## src/tnvt_pkg.sv

```systemverilog
// Package: types, byte codes and helpers for the telnet NVT receive parser.
`timescale 1ns / 1ps
`default_nettype none
package tnvt_pkg;

  // Line limit and the column widths that follow from it
  localparam int LINE_LENGTH = 256;
  localparam int COL_W       = $clog2(LINE_LENGTH);
  localparam int LEN_W       = COL_W + 1;
  localparam int POS_W       = 9;

  // Result queue
  localparam int FIFO_DEPTH  = 4;
  localparam int FIFO_AW     = $clog2(FIFO_DEPTH);
  localparam int FIFO_CW     = FIFO_AW + 1;

  // Plain text bytes
  localparam logic [7:0] CH_NUL    = 8'd0;
  localparam logic [7:0] CH_LF     = 8'd10;
  localparam logic [7:0] CH_CR     = 8'd13;
  localparam logic [7:0] CH_HIGH   = 8'h80;

  // Telnet command codes
  localparam logic [7:0] CMD_EOF   = 8'd236;
  localparam logic [7:0] CMD_SUSP  = 8'd237;
  localparam logic [7:0] CMD_ABORT = 8'd238;
  localparam logic [7:0] CMD_EOR   = 8'd239;
  localparam logic [7:0] CMD_SE    = 8'd240;
  localparam logic [7:0] CMD_NOP   = 8'd241;
  localparam logic [7:0] CMD_DM    = 8'd242;
  localparam logic [7:0] CMD_BRK   = 8'd243;
  localparam logic [7:0] CMD_IP    = 8'd244;
  localparam logic [7:0] CMD_AO    = 8'd245;
  localparam logic [7:0] CMD_AYT   = 8'd246;
  localparam logic [7:0] CMD_EC    = 8'd247;
  localparam logic [7:0] CMD_EL    = 8'd248;
  localparam logic [7:0] CMD_GA    = 8'd249;
  localparam logic [7:0] CMD_SB    = 8'd250;
  localparam logic [7:0] CMD_WILL  = 8'd251;
  localparam logic [7:0] CMD_WONT  = 8'd252;
  localparam logic [7:0] CMD_DO    = 8'd253;
  localparam logic [7:0] CMD_DONT  = 8'd254;
  localparam logic [7:0] CMD_IAC   = 8'd255;

  localparam logic [7:0] OPT_ECHO  = 8'd1;

  // Parser modes
  typedef enum logic [2:0] {
    MODE_TEXT,
    MODE_CR,
    MODE_IAC,
    MODE_WILL,
    MODE_WONT,
    MODE_DO,
    MODE_SB,
    MODE_SBSE
  } mode_t;

  // Result actions
  typedef enum logic [1:0] {
    ACT_STORE,
    ACT_LINE,
    ACT_WONT,
    ACT_CMD
  } action_t;

  typedef struct packed {
    action_t            action;
    logic [POS_W-1:0]   position;
    logic [7:0]         value;
    logic               echo_on;
    logic               last;
  } result_t;

  // Up to two results produced by one byte
  typedef struct packed {
    logic [1:0] count;
    result_t    r0;
    result_t    r1;
  } pair_t;

  // Low nine bits of a length or column
  function automatic logic [POS_W-1:0] pos9(input logic [LEN_W-1:0] v);
    logic [LEN_W+POS_W-1:0] wide;
    wide = {{POS_W{1'b0}}, v};
    return wide[POS_W-1:0];
  endfunction

endpackage
`default_nettype wire

```

## src/tnvt_decode.sv

```systemverilog
// Parser state machine: mode, column and echo flag, and the results of one byte.
`timescale 1ns / 1ps
`default_nettype none
module tnvt_decode (
  input  wire logic          clk,
  input  wire logic          rst,
  input  wire logic          step,
  input  wire logic [7:0]    ch,
  output tnvt_pkg::pair_t    pair
);
  import tnvt_pkg::*;

  mode_t            mode, mode_next;
  logic [COL_W-1:0] column, column_next;
  logic             echo_flag, echo_next;

  logic [LEN_W-1:0] col_ext;
  logic [LEN_W-1:0] col_inc;
  logic             col_nz;
  result_t          r0, r1;
  logic [1:0]       n;

  assign col_ext = LEN_W'(column);
  assign col_inc = col_ext + LEN_W'(1);
  assign col_nz  = (column != '0);

  // State registers, advanced once per processed byte
  always_ff @(posedge clk) begin
    if (rst) begin
      mode      <= MODE_TEXT;
      column    <= '0;
      echo_flag <= 1'b0;
    end else if (step) begin
      mode      <= mode_next;
      column    <= column_next;
      echo_flag <= echo_next;
    end
  end

  // Next state and results
  always_comb begin
    mode_next   = mode;
    column_next = column;
    echo_next   = echo_flag;
    n           = 2'd0;
    r0          = '0;
    r1          = '0;

    unique case (mode)
      MODE_TEXT: begin
        priority if (ch == CH_CR) begin
          mode_next = MODE_CR;
        end else if (ch == CMD_IAC) begin
          mode_next = MODE_IAC;
        end else if (ch == CH_LF) begin
          if (col_nz) begin
            r0.action   = ACT_LINE;
            r0.position = pos9(col_ext);
            n           = 2'd1;
          end
          column_next = '0;
        end else if (ch < CH_HIGH) begin
          r0.action   = ACT_STORE;
          r0.position = pos9(col_ext);
          r0.value    = ch;
          n           = 2'd1;
          if (col_inc == LEN_W'(LINE_LENGTH)) begin
            // line full: report it right after the char
            r1.action   = ACT_LINE;
            r1.position = pos9(LEN_W'(LINE_LENGTH));
            n           = 2'd2;
            column_next = '0;
          end else begin
            column_next = col_inc[COL_W-1:0];
          end
        end else begin
          // high bytes dropped
        end
      end

      MODE_CR: begin
        mode_next = MODE_TEXT;
        if (ch == CH_NUL || ch == CH_LF) begin
          if (col_nz) begin
            r0.action   = ACT_LINE;
            r0.position = pos9(col_ext);
            n           = 2'd1;
          end
          column_next = '0;
        end
      end

      MODE_IAC: begin
        mode_next = MODE_TEXT;
        unique case (ch)
          CMD_WILL: mode_next = MODE_WILL;
          CMD_WONT: mode_next = MODE_WONT;
          CMD_DO, CMD_DONT: mode_next = MODE_DO;
          CMD_SB: mode_next = MODE_SB;
          CMD_EC: begin
            if (col_nz) column_next = column - COL_W'(1);
          end
          CMD_EL, CMD_DM: column_next = '0;
          CMD_EOF, CMD_SUSP, CMD_ABORT, CMD_EOR, CMD_NOP,
          CMD_BRK, CMD_IP, CMD_AO, CMD_AYT, CMD_GA: begin
            // flush the pending line, then the notice
            column_next = '0;
            if (col_nz) begin
              r0.action   = ACT_LINE;
              r0.position = pos9(col_ext);
              r1.action   = ACT_CMD;
              r1.value    = ch;
              n           = 2'd2;
            end else begin
              r0.action   = ACT_CMD;
              r0.value    = ch;
              n           = 2'd1;
            end
          end
          default: ;
        endcase
      end

      MODE_WILL: begin
        if (ch == OPT_ECHO) echo_next = 1'b1;
        mode_next = MODE_TEXT;
      end

      MODE_WONT: begin
        if (ch == OPT_ECHO) echo_next = 1'b0;
        mode_next = MODE_TEXT;
      end

      MODE_DO: begin
        r0.action = ACT_WONT;
        r0.value  = ch;
        n         = 2'd1;
        mode_next = MODE_TEXT;
      end

      MODE_SB: begin
        if (ch == CMD_IAC) mode_next = MODE_SBSE;
      end

      MODE_SBSE: begin
        mode_next = (ch == CMD_SE) ? MODE_TEXT : MODE_SB;
      end

      default: mode_next = MODE_TEXT;
    endcase

    // Echo flag after this byte; mark the final result
    r0.echo_on = echo_next;
    r1.echo_on = echo_next;
    r0.last    = (n == 2'd1);
    r1.last    = (n == 2'd2);

    pair.count = n;
    pair.r0    = r0;
    pair.r1    = r1;
  end

endmodule
`default_nettype wire

```

## src/tnvt_result_fifo.sv

```systemverilog
// Result queue: takes up to two results per cycle, hands out one per beat.
`timescale 1ns / 1ps
`default_nettype none
module tnvt_result_fifo (
  input  wire logic          clk,
  input  wire logic          rst,
  input  wire logic          push,
  input  wire tnvt_pkg::pair_t pair,
  output logic               space,
  output logic               out_valid,
  input  wire logic          out_ready,
  output tnvt_pkg::result_t  head_res
);
  import tnvt_pkg::*;

  result_t            mem [FIFO_DEPTH];
  logic [FIFO_AW-1:0] head, tail;
  logic [FIFO_CW-1:0] count;
  logic [FIFO_CW-1:0] push_n;
  logic               pop;

  // Room for a full pair
  assign space     = (count <= FIFO_CW'(FIFO_DEPTH - 2));
  assign out_valid = (count != '0);
  assign pop       = out_valid && out_ready;
  assign push_n    = push ? FIFO_CW'(pair.count) : '0;
  assign head_res  = mem[head];

  // Pointers and fill count
  always_ff @(posedge clk) begin
    if (rst) begin
      head  <= '0;
      tail  <= '0;
      count <= '0;
    end else begin
      if (pop) head <= head + FIFO_AW'(1);
      tail  <= tail + push_n[FIFO_AW-1:0];
      count <= count + push_n - FIFO_CW'(pop);
    end
  end

  // Entry storage
  always_ff @(posedge clk) begin
    if (push && pair.count != 2'd0) mem[tail] <= pair.r0;
    if (push && pair.count == 2'd2) mem[tail + FIFO_AW'(1)] <= pair.r1;
  end

endmodule
`default_nettype wire

```

## src/telnet_nvt_receive_parser.sv

```systemverilog
// Top level of the telnet NVT receive parser: input register, decoder, result queue.
`timescale 1ns / 1ps
`default_nettype none
// One received telnet byte per input beat; each byte yields zero, one or two
// result beats (store char, line ready, WONT request, command notice), the
// final one flagged by last. A byte waits in the input register until the
// queue has room, is decoded in a single pass against the parse mode, column
// and echo flag, and its results go into a four-entry queue. A new byte is
// taken every cycle while the queue has room for a pair; output beats drain
// one per cycle while out_ready is high. On its way to the first result beat
// a byte passes the input register and then the queue.
module telnet_nvt_receive_parser (
  input  wire logic       clk,
  input  wire logic       rst,
  input  wire logic       in_valid,
  output logic            in_ready,
  input  wire logic [7:0] rx_byte,
  output logic            out_valid,
  input  wire logic       out_ready,
  output logic [1:0]      action,
  output logic [8:0]      position,
  output logic [7:0]      value,
  output logic            echo_on,
  output logic            last
);
  import tnvt_pkg::*;

  logic       in_full;
  logic [7:0] in_byte;
  logic       space;
  logic       proceed;
  pair_t      pair;
  result_t    head_res;

  assign proceed  = in_full && space;
  assign in_ready = !in_full || proceed;

  // Input register
  always_ff @(posedge clk) begin
    if (rst) begin
      in_full <= 1'b0;
    end else if (in_valid && in_ready) begin
      in_full <= 1'b1;
    end else if (proceed) begin
      in_full <= 1'b0;
    end
  end

  always_ff @(posedge clk) begin
    if (in_valid && in_ready) in_byte <= rx_byte;
  end

  tnvt_decode u_decode (
    .clk  (clk),
    .rst  (rst),
    .step (proceed),
    .ch   (in_byte),
    .pair (pair)
  );

  tnvt_result_fifo u_fifo (
    .clk       (clk),
    .rst       (rst),
    .push      (proceed),
    .pair      (pair),
    .space     (space),
    .out_valid (out_valid),
    .out_ready (out_ready),
    .head_res  (head_res)
  );

  // Result beat fields
  assign action   = head_res.action;
  assign position = head_res.position;
  assign value    = head_res.value;
  assign echo_on  = head_res.echo_on;
  assign last     = head_res.last;

endmodule
`default_nettype wire
```

## config.mk

```make
export PLATFORM = sky130hd
export DESIGN_NAME = telnet_nvt_receive_parser
export DESIGN_NICKNAME = d
export VERILOG_FILES = /design/src/tnvt_pkg.sv /design/src/tnvt_decode.sv /design/src/tnvt_result_fifo.sv /design/src/telnet_nvt_receive_parser.sv
export SDC_FILE = /design/constraint.sdc
export NUM_CORES = 1
export LEC_CHECK = 0
export ABC_CLOCK_PERIOD_IN_PS = 4450
export BUFFER_PORTS_ARGS = -buffer_cell sky130_fd_sc_hd__buf_2
export CAP_MARGIN = 40
export CORE_MARGIN = 10
export CORE_UTILIZATION = 62
export DETAILED_ROUTE_END_ITERATION = 6
export PLACE_DENSITY = 0.81
export SYNTH_ARGS = -nofsm -noshare
export SYNTH_HDL_FRONTEND = slang
export SYNTH_HIERARCHICAL = 1
export SYNTH_SLANG_ARGS = --single-unit
```

## constraint.sdc

```tcl
create_clock -name clk -period 4.45 [get_ports clk]
set_input_delay 0.89 -clock clk [delete_from_list [all_inputs] [get_ports clk]]
set_output_delay 0.89 -clock clk [all_outputs]
set_load 0.01 [all_outputs]
```

# ---- Yosys cells after proc, flatten, opt, wreduce, memory -nomap -nowiden
# Memories as Yosys holds them, arrays and structs flattened. A register that Yosys moved wholly into a read port is not among the register bits.
# Index checks and enable logic that the tools add are counted.
dict set report classes {
  n_addsub 7
  multipliers 0
  div 0
  order_cmp 2
  n_eq_ne 41
  shift 0
  n_mux 63
  n_bitwise 0
  reduce_logical 21
}
# op n
set ops {}
lappend ops {{== test 8 bit, second input constant} 20}
lappend ops {{2-to-1 mux 8 bit} 13}
lappend ops {{2-to-1 mux 19 bit} 3}
lappend ops {{case mux 8 bit (3 select lines)} 2}
lappend ops {{2-to-1 mux 11 bit} 4}
lappend ops {{2-to-1 mux 10 bit} 4}
lappend ops {{case mux 9 bit (3 select lines)} 1}
lappend ops {{2-to-1 mux 2 bit} 13}
lappend ops {{== test 8 x 4 -> 1 bit, second input constant} 2}
lappend ops {{2-to-1 mux 16 bit} 1}
lappend ops {{case mux 2 bit (4 select lines)} 2}
lappend ops {{case mux 8 bit (2 select lines)} 1}
lappend ops {{case mux 3 bit (5 select lines)} 1}
lappend ops {{== test 3 bit, second input constant} 4}
lappend ops {{2-to-1 mux 3 bit} 4}
lappend ops {{case mux 3 bit (4 select lines)} 1}
lappend ops {{OR reduction 12 bit} 1}
lappend ops {{2-to-1 mux 1 bit} 10}
lappend ops {{OR reduction 10 bit} 1}
lappend ops {{adder 8 x 1 -> 9 bit, second input constant} 1}
lappend ops {{== test 9 bit, second input constant} 1}
lappend ops {{2-to-1 mux 9 bit} 1}
lappend ops {{== test 8 x 1 -> 1 bit, second input constant} 1}
lappend ops {{zero test 8 bit} 1}
lappend ops {{other kinds (29)} 41}
dict set report word_totals {
  ff_bits 28
  latchBits 0
  ramBits 84
  romBits 0
  input_bits 12
  output_inout_bits 23
  word_cells 143
  mem_count 1
}
# name words width read_ports rd_ports_with_merged_regs wr line
set memory_table {}
lappend memory_table {u_fifo.mem 4 21 1 1 2 tnvt_result_fifo.sv:16} ;# result_t mem [FIFO_DEPTH];

# ---- Depth between registers and ports, before layout
# Gate-level depths: netlist of the first run.
dict set report logic_depth {
  depth_word 12
  mapped_depth 16
  ltp_nobuf 15
}

# ---- By module
# The synthesis of the first run kept the hierarchy.
# mod instances cells_per_inst area_per_inst_um2
set modules_own_cells {}
lappend modules_own_cells {tnvt_result_fifo 1 255 4605.7}
lappend modules_own_cells {tnvt_decode 1 239 1635.3}
lappend modules_own_cells {telnet_nvt_receive_parser 1 14 302.8}

# ---- Worst setup path after synthesis of the first run
# No wires, ideal clock.
dict set report synth_path {
  path_kind {register -> register}
  start {reg in_byte[3]}
  end {mem u_fifo/mem[1][0] in the netlist's numbering, enable pin}
  setup_ns 0.399
  arrival_ns 3.030
  path_slack_ns 1.021
  path_stages_with_launch 9
  period_less_slack_ns 3.429
  path_cell_list {edfxtp_1 > clkbuf_1 > or4bb_1 > o21a_1 > a211o_1 > clkbuf_1 > o22ai_1 > mux2i_1 > nor2_1}
}
# element line
set synth_rtl {}
lappend synth_rtl {{start: declaration} telnet_nvt_receive_parser.sv:29} ;# logic [7:0] in_byte;
lappend synth_rtl {{start signal: assignment} telnet_nvt_receive_parser.sv:50} ;# if (in_valid && in_ready) in_byte <= rx_byte;
lappend synth_rtl {{end: declaration} tnvt_result_fifo.sv:16}

==> results of run 1 <==
## power by group through the flow
stage | Combinational [mW] | Sequential (mW) | Clock [mW]
after detailed placement | 0.610 | 1.28 | 0
after global placement | 0.591 | 1.28 | 0
after floorplan | 0.460 | 1.25 | 0
after global routing | 0.671 | 1.26 | 1.37
after CTS | 0.619 | 1.26 | 1.32
final | 0.609 | 1.26 | 1.30
## layout by cell type (no fill, tap or decap), types with 8 or more instances in the layout
master and n:
edfxtp_1 92, mux2i_1 8, buf_2 34, buf_4 9, and2_1 19, xnor2_1 8
nor2_1 26, a21oi_1 14, nor3_1 12, clkbuf_16 16, conb_1 9, mux4_2 21
mux2_2 63, dfxtp_1 22, inv_1 15, nand2_1 22, mux2_4 20, nand3_1 12
## routing by layer
metal | vias to the layer above | track usage, % | routed length (µm) | share of wire (%)
met1 | 2176 | 25.0 | 6010 | 41
met3 | 32 | 4.78 | 1030 | 7.0
met4 | 0 | 8.39 | 300 | 2.0
met5 | - | 0 | 0 | 0
li1 | 1989 | - | - | -
met2 | 180 | 34.0 | 7380 | 50
## final timing paths
kind	startpoint	endpoint	slack [ps]	cells past startpoint
worst max-delay path	in_byte[4]$_DFFE_PP_	u_fifo/count[2]$_SDFF_PP0_	550	14
worst min-delay path	in_full$_SDFFE_PP0P_	in_full$_SDFFE_PP0P_	500	2
worst max register to register	in_byte[4]$_DFFE_PP_	u_fifo/count[2]$_SDFF_PP0_	550	14
worst min register to register	in_full$_SDFFE_PP0P_	in_full$_SDFFE_PP0P_	500	2
## final cells by class
type	count	share of cell area, %
Inverter	16	0.819
Timing Repair Buffer	44	3.45
Sequential cell	114	43.7
Tap cell	136	2.32
Clock buffer	19	5.75
Multi-Input combinational cell	343	42.0
Clock inverter	13	1.95
## logic make-up after synthesis
logic type / Yosys count / share of synthesized area, %
compound gates: 66 / 7.27
xor+xnor: 11 / 1.47
fa+ha+maj: 8 / 1.64
buf+inv: 59 / 4.78
flops: 114 / 48.9
mux: 113 / 24.1
other cells: 1 / 0.0573
simple gates: 136 / 11.8
## critical path, cell delays in order, from the launching register on
cell and delay (ps):
edfxtp_1 510, nor4_1 570, mux2i_1 130, o21ai_0 350, o21bai_1 350, o211ai_1 380, nand2_1 190, ha_1 240
inv_1 60, ha_1 130, inv_1 50, fa_1 430, xnor2_1 190, xnor2_1 140, nor2_1 50
## sequential cells by signal (all words and copies together) (netlist names), named ones only
signal,cells
u_fifo/head,2
u_fifo/mem,84
u_decode/echo_flag,1
u_fifo/tail,2
u_fifo/count,3
u_decode/column,8
in_byte,8
u_decode/mode,3
in_full,1
## stage by stage
stage	util [%]	std cells	setup slack, ps
after CTS	71.0	685	546
after global placement	65.3	651	714
after detailed placement	65.5	653	575
final	71.0	685	547
after floorplan	-	516	1020
after global routing	71.0	685	194
==> impl_metrics.json, run 1 <==
{
  "syn_inst": 508,
  "first_iter_violations": 417,
  "cts_root_buf": "clkbuf_8",
  "ys_types": 68,
  "clkPwrFrac_pct": 41.0,
  "hold_class": "flop to flop",
  "critPathMaxFanout": 9,
  "ir_drop_mv": 0.240,
  "power_switching_mw": 0.818,
  "clock_path_buffers": 2,
  "cap_viol_max_count": 0,
  "grt_pass1_vias": 4411,
  "clk_pin_slew_worst_paths_ps": 60,
  "diodes": 0,
  "slew_violations": 0,
  "filler_cell_count": 658,
  "netlist_area_um2": 6540,
  "power.density_nw_per_um2": 432,
  "synth_top_cell_area_share_pct": 42.2,
  "p_sw_share_pct": 25.8,
  "slew_headroom_pct": 51.2,
  "vias": 4377,
  "hold_violations": 0,
  "wl_um": 14700,
  "clkLatencyLatePin_ps": 520,
  "critPathLaunchType": "flop",
  "dieWidth_um": 123,
  "cts_max_level": 4,
  "viasPerCell": 6.39,
  "port_buffers": 34,
  "track_usage_pct": 20.4,
  "synth.most_common_cell": "edfxtp_1",
  "stdcell_area_um2": 7330,
  "drcViolationCount": 0,
  "grt_start_max_net_pins": 22,
  "required_ps": 4850,
  "pwr-share-seq_pct": 39.8,
  "row_count": 37,
  "post_cts_resized": 0,
  "cts_tree": "built",
  "total_power_mw": 3.17,
  "combPwrFrac_pct": 19.2,
  "postRouteAntennaNets": 0,
  "nets": 556,
  "path_class": "flop to flop",
  "ys_warn_count": 6,
  "setup_viol": 0,
  "layout_worst_path_cycle_share_pct": 87.7,
  "drive_gt1_share_pct": 34.4,
  "dr.pass1.iters": 5,
  "place_congestion": 0.884,
  "hpwl_um": 9560,
  "tightest_slew_ps": 726,
  "timing.hold.ws_ps": 500,
  "post-route-min-period_ps": 3900,
  "multi_input_area_um2": 3080,
  "area_delta_synth_final_pct": 12.0,
  "start_util_pct": 63.4,
  "ys.flop_type": "edfxtp_1",
  "antenna_found_initial": 0,
  "synth_common_cells": "92 x edfxtp_1, 63 x mux2_2, 28 x nor2_1",
  "clock.fmax_mhz": 256,
  "synth_edf_count": 92,
  "seq_area_um2": 3200,
  "power.internal_mw": 2.35,
  "yosys.area.top_type": "edfxtp_1",
  "hold_buffers": 0,
  "seq_area_frac_synth_pct": 48.9,
  "overflow": 0,
  "crit_path_end_kind": "flop",
  "synth-seq-cells": 114,
  "synthTopCellsByArea": "edfxtp_1 42%, mux2_2 11%, mux4_2 7.2%",
  "die_area_um2": 15100,
  "crit_arrival_ps": 4300,
  "finClkSkew_ps": 8.43,
  "syn_avg_cell_area_um2": 12.9,
  "io_pins": 35,
  "rsz0062_at_grt": "false",
  "post_drt_wl_per_cell_um": 21.5,
  "post_dp_cell_area_um2": 6770,
  "total_leakage_power_nw": 2.75,
  "setup_tns_ps": 0,
  "core_area_um2": 10300,
  "cts.sinks": 114,
  "die_h_um": 123,
  "synthArstFlopShare_pct": 0,
  "status": "complete, no violations",
  "grt_pass1_wl_um": 23500,
  "cts_setup_buffers": 0,
  "cts_buffers": 17
}
No activity file was read; power rests on OpenSTA's default activity.
==> inputs of run 2 (changes only) <==
--- a/config.mk
+++ b/config.mk
@@ -11,7 +11,8 @@
 export CORE_MARGIN = 10
 export CORE_UTILIZATION = 62
 export DETAILED_ROUTE_END_ITERATION = 6
-export PLACE_DENSITY = 0.81
+export PLACE_DENSITY_LB_ADDON = 0.05
+export REMOVE_ABC_BUFFERS = 1
 export SYNTH_ARGS = -nofsm -noshare
 export SYNTH_HDL_FRONTEND = slang
 export SYNTH_HIERARCHICAL = 1
==> impl_metrics.json, run 2 (synthesis gave the netlist of run 1 again) <==
{
  "critPathMaxFanout": 9,
  "power.internal_mw": 2.30,
  "crit-reg2reg-launch": "in_byte[4]$_DFFE_PP_",
  "cts_buffers": 17,
  "antenna_found_initial": 0,
  "setup_viol": 0,
  "largest_register_ffs": 84,
  "hold_class": "flop to flop",
  "required_ps": 4850,
  "drcViolationCount": 0,
  "mostFrequentLayoutCell": "edfxtp_1",
  "worstHoldPathCells": 2,
  "post-route-min-period_ps": 4000,
  "path_class": "flop to flop",
  "viasPerCell": 6.12,
  "track_usage_pct": 19.7,
  "crit_path_end_kind": "flop",
  "setup_tns_ps": 0,
  "drive_gt1_share_pct": 35.5,
  "clock_path_buffers": 2,
  "hold_violations": 0,
  "die_h_um": 123,
  "cp_slowest_stage_delay_ps": 590,
  "critPathBufInv": 2,
  "start_util_pct": 63.4,
  "tightest_slew_ps": 700,
  "grt_pass1_vias": 4317,
  "diodes": 0,
  "timing.critical_path.cells": "nor4_1 -> mux2i_1 -> o21ai_0 -> o21bai_1 -> o211ai_1 -> nand2_1 -> ha_1 -> inv_1 -> ha_1 -> inv_1 -> fa_1 -> xnor2_1 -> xnor2_1 -> nor2_1",
  "reg_top3": "u_fifo/mem: 84 flops, in_byte: 8 flops, u_decode/column: 8 flops",
  "layout_worst_path_cycle_share_pct": 89.8,
  "cts_max_level": 4,
  "worstHoldStart": "in_full$_SDFFE_PP0P_",
  "cts_setup_buffers": 0,
  "ff2ff_setup_slack_ps": 450,
  "area_delta_synth_final_pct": 12.0,
  "slew_headroom_pct": 53.3,
  "row_count": 37,
  "postRouteAntennaNets": 0,
  "ir_drop_mv": 0.264,
  "cts_root_buf": "clkbuf_8",
  "clkLatencyLatePin_ps": 530,
  "grt_pass1_wl_um": 22800,
  "multi_input_area_um2": 3080,
  "crit_slowest_cell": "nor4_1",
  "fin_ws_ps": 455,
  "rsz0062_at_grt": "false",
  "status": "complete, no violations",
  "dr.pass1.iters": 4,
  "r2r_end": "u_fifo/count[2]$_SDFF_PP0_",
  "dieWidth_um": 123,
  "post_cts_resized": 0,
  "hold_end": "in_full$_SDFFE_PP0P_",
  "finClkSkew_ps": 8.48,
  "seq_area_um2": 3200,
  "cap_viol_max_count": 0,
  "pwr-share-seq_pct": 40.2,
  "hpwl_um": 9020,
  "utilization_pct": 71.0,
  "nets": 556,
  "p_sw_share_pct": 26.6,
  "critPathLaunchType": "flop",
  "filler_cell_count": 729,
  "post_drt_wl_per_cell_um": 20.4,
  "core_area_um2": 10300,
  "power.density_nw_per_um2": 427,
  "clock.fmax_mhz": 250,
  "combPwrFrac_pct": 19.3,
  "io_pins": 35,
  "regMostFlops": "u_fifo/mem",
  "place_ws_ps": 472,
  "wl_um": 13900,
  "crit_arrival_ps": 4400,
  "layout_common_cells": "92 x edfxtp_1, 63 x mux2_2, 34 x buf_2, 24 x nor2_1",
  "place_congestion": 0.899,
  "clkPwrFrac_pct": 40.5,
  "port_buffers": 34,
  "clk_pin_slew_worst_paths_ps": 60,
  "vias": 4194,
  "cts.sinks": 114,
  "overflow": 0,
  "slew_violations": 0,
  "grt_start_max_net_pins": 22,
  "cp_top_family": "compound AO/OA/AOI/OAI gates",
  "cts_tree": "built",
  "hold_buffers": 0,
  "die_area_um2": 15100,
  "total_leakage_power_nw": 2.75,
  "power_switching_mw": 0.833,
  "first_iter_violations": 347,
  "timing.reg2reg.worst_path_depth": 14
}
[run 2: cell types whose count changed in the layout (fill, tap and decap cells not counted)]
cell	before	now
clkinv_4	1	3
nor2_2	2	4
clkinv_2	2	3
clkinv_1	6	3
clkinvlp_4	2	3
nor2_1	26	24
clkbuf_1	2	1
inv_6	0	1
bufinv_16	3	2
[run 2: stage by stage]
| stage | std cells | instance area [µm²] | total power, mW | hold WS [ps] |
|---|---|---|---|---|
| after floorplan | 473 | 6320 | 1.69 | 484 |
| after global placement | 652 | 6760 | 1.88 | 491 |
| after detailed placement | 653 | 6770 | 1.89 | 501 |
| after CTS | 685 | 7330 | 3.16 | 508 |
| after global routing | 685 | 7330 | 3.26 | 520 |
| final | 685 | 7330 | 3.13 | 501 |
[run 2: worst max-delay path by stage]
stage | from | endpoint | slack (ps) | depth (start not counted)
after global routing | in_byte[4]$_DFFE_PP_ | u_fifo/count[2]$_SDFF_PP0_ | 170 | 14
after global placement | in_byte[0]$_DFFE_PP_ | u_fifo/count[2]$_SDFF_PP0_ | 740 | 14
final | in_byte[4]$_DFFE_PP_ | u_fifo/count[2]$_SDFF_PP0_ | 450 | 14
after detailed placement | in_byte[4]$_DFFE_PP_ | u_fifo/count[2]$_SDFF_PP0_ | 470 | 14
after floorplan | in_byte[4]$_DFFE_PP_ | u_fifo/mem[3][0]$_DFFE_PP_ | 530 | 7
after CTS | in_byte[4]$_DFFE_PP_ | u_fifo/count[2]$_SDFF_PP0_ | 460 | 14
[run 2: cell type report]
class / instances / share of cell area [%]
clock buffers: 18 / 5.70
clock inverters: 14 / 1.91
flip-flops and latches: 114 / 43.7
well taps: 136 / 2.32
repair buffers: 44 / 3.45
multi-input cells: 343 / 42.1
inverters: 16 / 0.820
[run 2: worst reg2reg max path, stage by stage (launching register included)]
cell and delay [ps]:
edfxtp_1 500, nor4_1 590, mux2i_1 140, o21ai_0 380, o21bai_1 360, o211ai_1 380, nand2_1 200, ha_1 240
inv_1 60, ha_1 130, inv_1 50, fa_1 430, xnor2_1 190, xnor2_1 150, nor2_1 50
[run 2: layer usage]
layer  global-route usage, %  vias to the layer above  wire (µm)
li1                        -                     1993          -
met1                    24.7                     2087       6180
met2                    32.9                       94       6870
met3                    4.32                       20        643
met4                    7.07                        0        240
met5                       0                        -          0
[run 2: power by group through the flow]
| stage | registers, mW | clock network [mW] | logic (mW) |
|---|---|---|---|
| after floorplan | 1.31 | 0 | 0.387 |
| after global routing | 1.27 | 1.33 | 0.663 |
| after global placement | 1.28 | 0 | 0.592 |
| after detailed placement | 1.28 | 0 | 0.611 |
| final | 1.26 | 1.27 | 0.604 |
| after CTS | 1.26 | 1.28 | 0.617 |
==> inputs of run 3 (changes only) <==
--- a/config.mk
+++ b/config.mk
@@ -11,7 +11,9 @@
 export CORE_MARGIN = 10
 export CORE_UTILIZATION = 62
 export DETAILED_ROUTE_END_ITERATION = 6
+export MAX_ROUTING_LAYER = met4
 export PLACE_DENSITY_LB_ADDON = 0.05
+export RECOVER_POWER = 25
 export REMOVE_ABC_BUFFERS = 1
 export SYNTH_ARGS = -nofsm -noshare
 export SYNTH_HDL_FRONTEND = slang
==> impl_metrics.json, run 3 (synthesis gave the netlist of run 1 again) <==
{
  "clk_pin_slew_worst_paths_ps": 60,
  "worstHoldPathCells": 2,
  "start_util_pct": 63.4,
  "cts_setup_buffers": 0,
  "power.density_nw_per_um2": 448,
  "layout_worst_path_cycle_share_pct": 89.7,
  "cap_viol_max_count": 1,
  "cts_tree": "built",
  "required_ps": 4840,
  "core_area_um2": 10300,
  "grt_pass1_vias": 4280,
  "mostFrequentLayoutCell": "edfxtp_1",
  "layout_common_cells": "92 x edfxtp_1, 63 x mux2_2, 24 x nor2_1, 23 x clkbuf_1",
  "post_drt_wl_per_cell_um": 20.3,
  "place_congestion": 0.904,
  "regMostFlops": "u_fifo/mem",
  "critPathLaunchType": "flop",
  "crit_slowest_cell": "nor4_1",
  "slew_violations": 11,
  "clkLatencyLatePin_ps": 520,
  "dr.pass1.iters": 4,
  "clock.fmax_mhz": 250,
  "grt_start_max_net_pins": 22,
  "timing.critical_path.cells": "or3_1 -> nor4_1 -> o22ai_1 -> nand2_1 -> ha_1 -> fa_1 -> xnor2_1 -> xnor2_1 -> nor2_1",
  "reg_top3": "u_fifo/mem: 84 flops, in_byte: 8 flops, u_decode/column: 8 flops",
  "critPathBufInv": 0,
  "grt_pass1_wl_um": 22600,
  "drcViolationCount": 0,
  "critPathMaxFanout": 11,
  "hold_violations": 0,
  "finClkSkew_ps": 9.17,
  "total_leakage_power_nw": 2.71,
  "clock_path_buffers": 2,
  "drive_gt1_share_pct": 30.8,
  "post-route-min-period_ps": 3990,
  "total_power_mw": 3.29,
  "area_delta_synth_final_pct": 12.2,
  "diodes": 0,
  "filler_cell_count": 709,
  "timing.reg2reg.worst_path_depth": 9,
  "utilization_pct": 71.1,
  "setup_viol": 0,
  "hold_end": "u_decode/echo_flag$_SDFFE_PP0P_",
  "fin_ws_ps": 458,
  "io_pins": 35,
  "hold_buffers": 0,
  "multi_input_area_um2": 3060,
  "rsz0062_at_grt": "false",
  "largest_register_ffs": 84,
  "cp_top_family": "simple AND/OR/NAND/NOR gates",
  "die_area_um2": 15100,
  "place_ws_ps": 561,
  "crit-reg2reg-launch": "u_decode/column[2]$_SDFFE_PP0P_",
  "slew_headroom_pct": -13.2,
  "cts_buffers": 17,
  "dieWidth_um": 123,
  "cts.sinks": 114,
  "status": "finished with violations",
  "port_buffers": 34,
  "hpwl_um": 9130,
  "tightest_slew_ps": 1680,
  "r2r_end": "u_fifo/count[2]$_SDFF_PP0_",
  "nets": 556,
  "post_cts_resized": 0,
  "wl_um": 13900,
  "vias": 4219,
  "postRouteAntennaNets": 0,
  "hold_class": "flop to flop",
  "antenna_found_initial": 0,
  "path_class": "flop to flop",
  "cts_root_buf": "clkbuf_8",
  "worstHoldStart": "u_decode/echo_flag$_SDFFE_PP0P_",
  "seq_area_um2": 3200,
  "viasPerCell": 6.16,
  "die_h_um": 123,
  "ff2ff_setup_slack_ps": 460,
  "cts_max_level": 4,
  "crit_path_end_kind": "flop",
  "first_iter_violations": 352,
  "violations": "max-capacitance violations, max-slew violations",
  "setup_tns_ps": 0,
  "cp_slowest_stage_delay_ps": 1350,
  "crit_cells": 9,
  "crit_arrival_ps": 4390,
  "overflow": 0,
  "track_usage_pct": 20.0,
  "ir_drop_mv": 0.291,
  "row_count": 37,
  "crit_path_frequent_cell": "xnor2_1"
}
## run 3: cell types whose count changed in the layout (fill, tap and decap cells not counted), moves of 3 or more
| cell | before | now |
|---|---|---|
| buf_2 | 34 | 12 |
| bufinv_16 | 2 | 5 |
| clkbuf_1 | 1 | 23 |
| clkinvlp_4 | 3 | 0 |
## run 3: cell type report
class,instances,share of cell area (%)
Sequential cell,114,43.6
Multi-Input combinational cell,343,41.6
Clock buffer,18,5.69
Timing Repair Buffer,44,3.03
Clock inverter,14,2.88
Tap cell,136,2.32
Inverter,16,0.818
## run 3: power by group
group          total [mW]  switching (mW)  leakage [nW]  internal (mW)
combinational       0.575           0.299          1.36          0.276
sequential           1.26          0.0544          1.04           1.21
clock                1.45           0.489         0.308          0.964
## run 3: per-stage QoR
stage,hold WS [ps],std cells,cell area [µm²]
finish,524,685,7340
global route,529,685,7340
CTS,505,685,7400
detailed placement,494,653,6770
global placement,491,652,6760
floorplan,484,473,6320
## run 3: how the worst max path moves through the flow
stage | startpoint | end | slack, ps
finish | u_decode/column[2]$_SDFFE_PP0P_ | u_fifo/count[2]$_SDFF_PP0_ | 460
global route | in_byte[4]$_DFFE_PP_ | u_fifo/count[2]$_SDFF_PP0_ | 150
CTS | in_byte[4]$_DFFE_PP_ | u_fifo/count[2]$_SDFF_PP0_ | 510
detailed placement | in_byte[4]$_DFFE_PP_ | u_fifo/count[2]$_SDFF_PP0_ | 560
global placement | in_byte[0]$_DFFE_PP_ | u_fifo/count[2]$_SDFF_PP0_ | 750
floorplan | in_byte[4]$_DFFE_PP_ | u_fifo/mem[3][0]$_DFFE_PP_ | 530
## run 3: worst reg2reg max path, cell delays in order (launching register included)
cell     delay, ps
dfxtp_1        400
or3_1          480
nor4_1        1350
o22ai_1        380
nand2_1        240
ha_1           270
fa_1           380
xnor2_1        190
xnor2_1        140
nor2_1          50
## run 3: routing by layer
metal  global-route usage, %  routed length (µm)  part of all wire, %  vias to the layer above
met3                    3.99                 731                  5.2                       17
met1                    25.6                6170                   44                     2082
met4                    6.55                 153                  1.1                        0
met2                    31.3                6890                   49                      126
li1                        -                   -                    -                     1994
met5                       -                   0                    0                        -
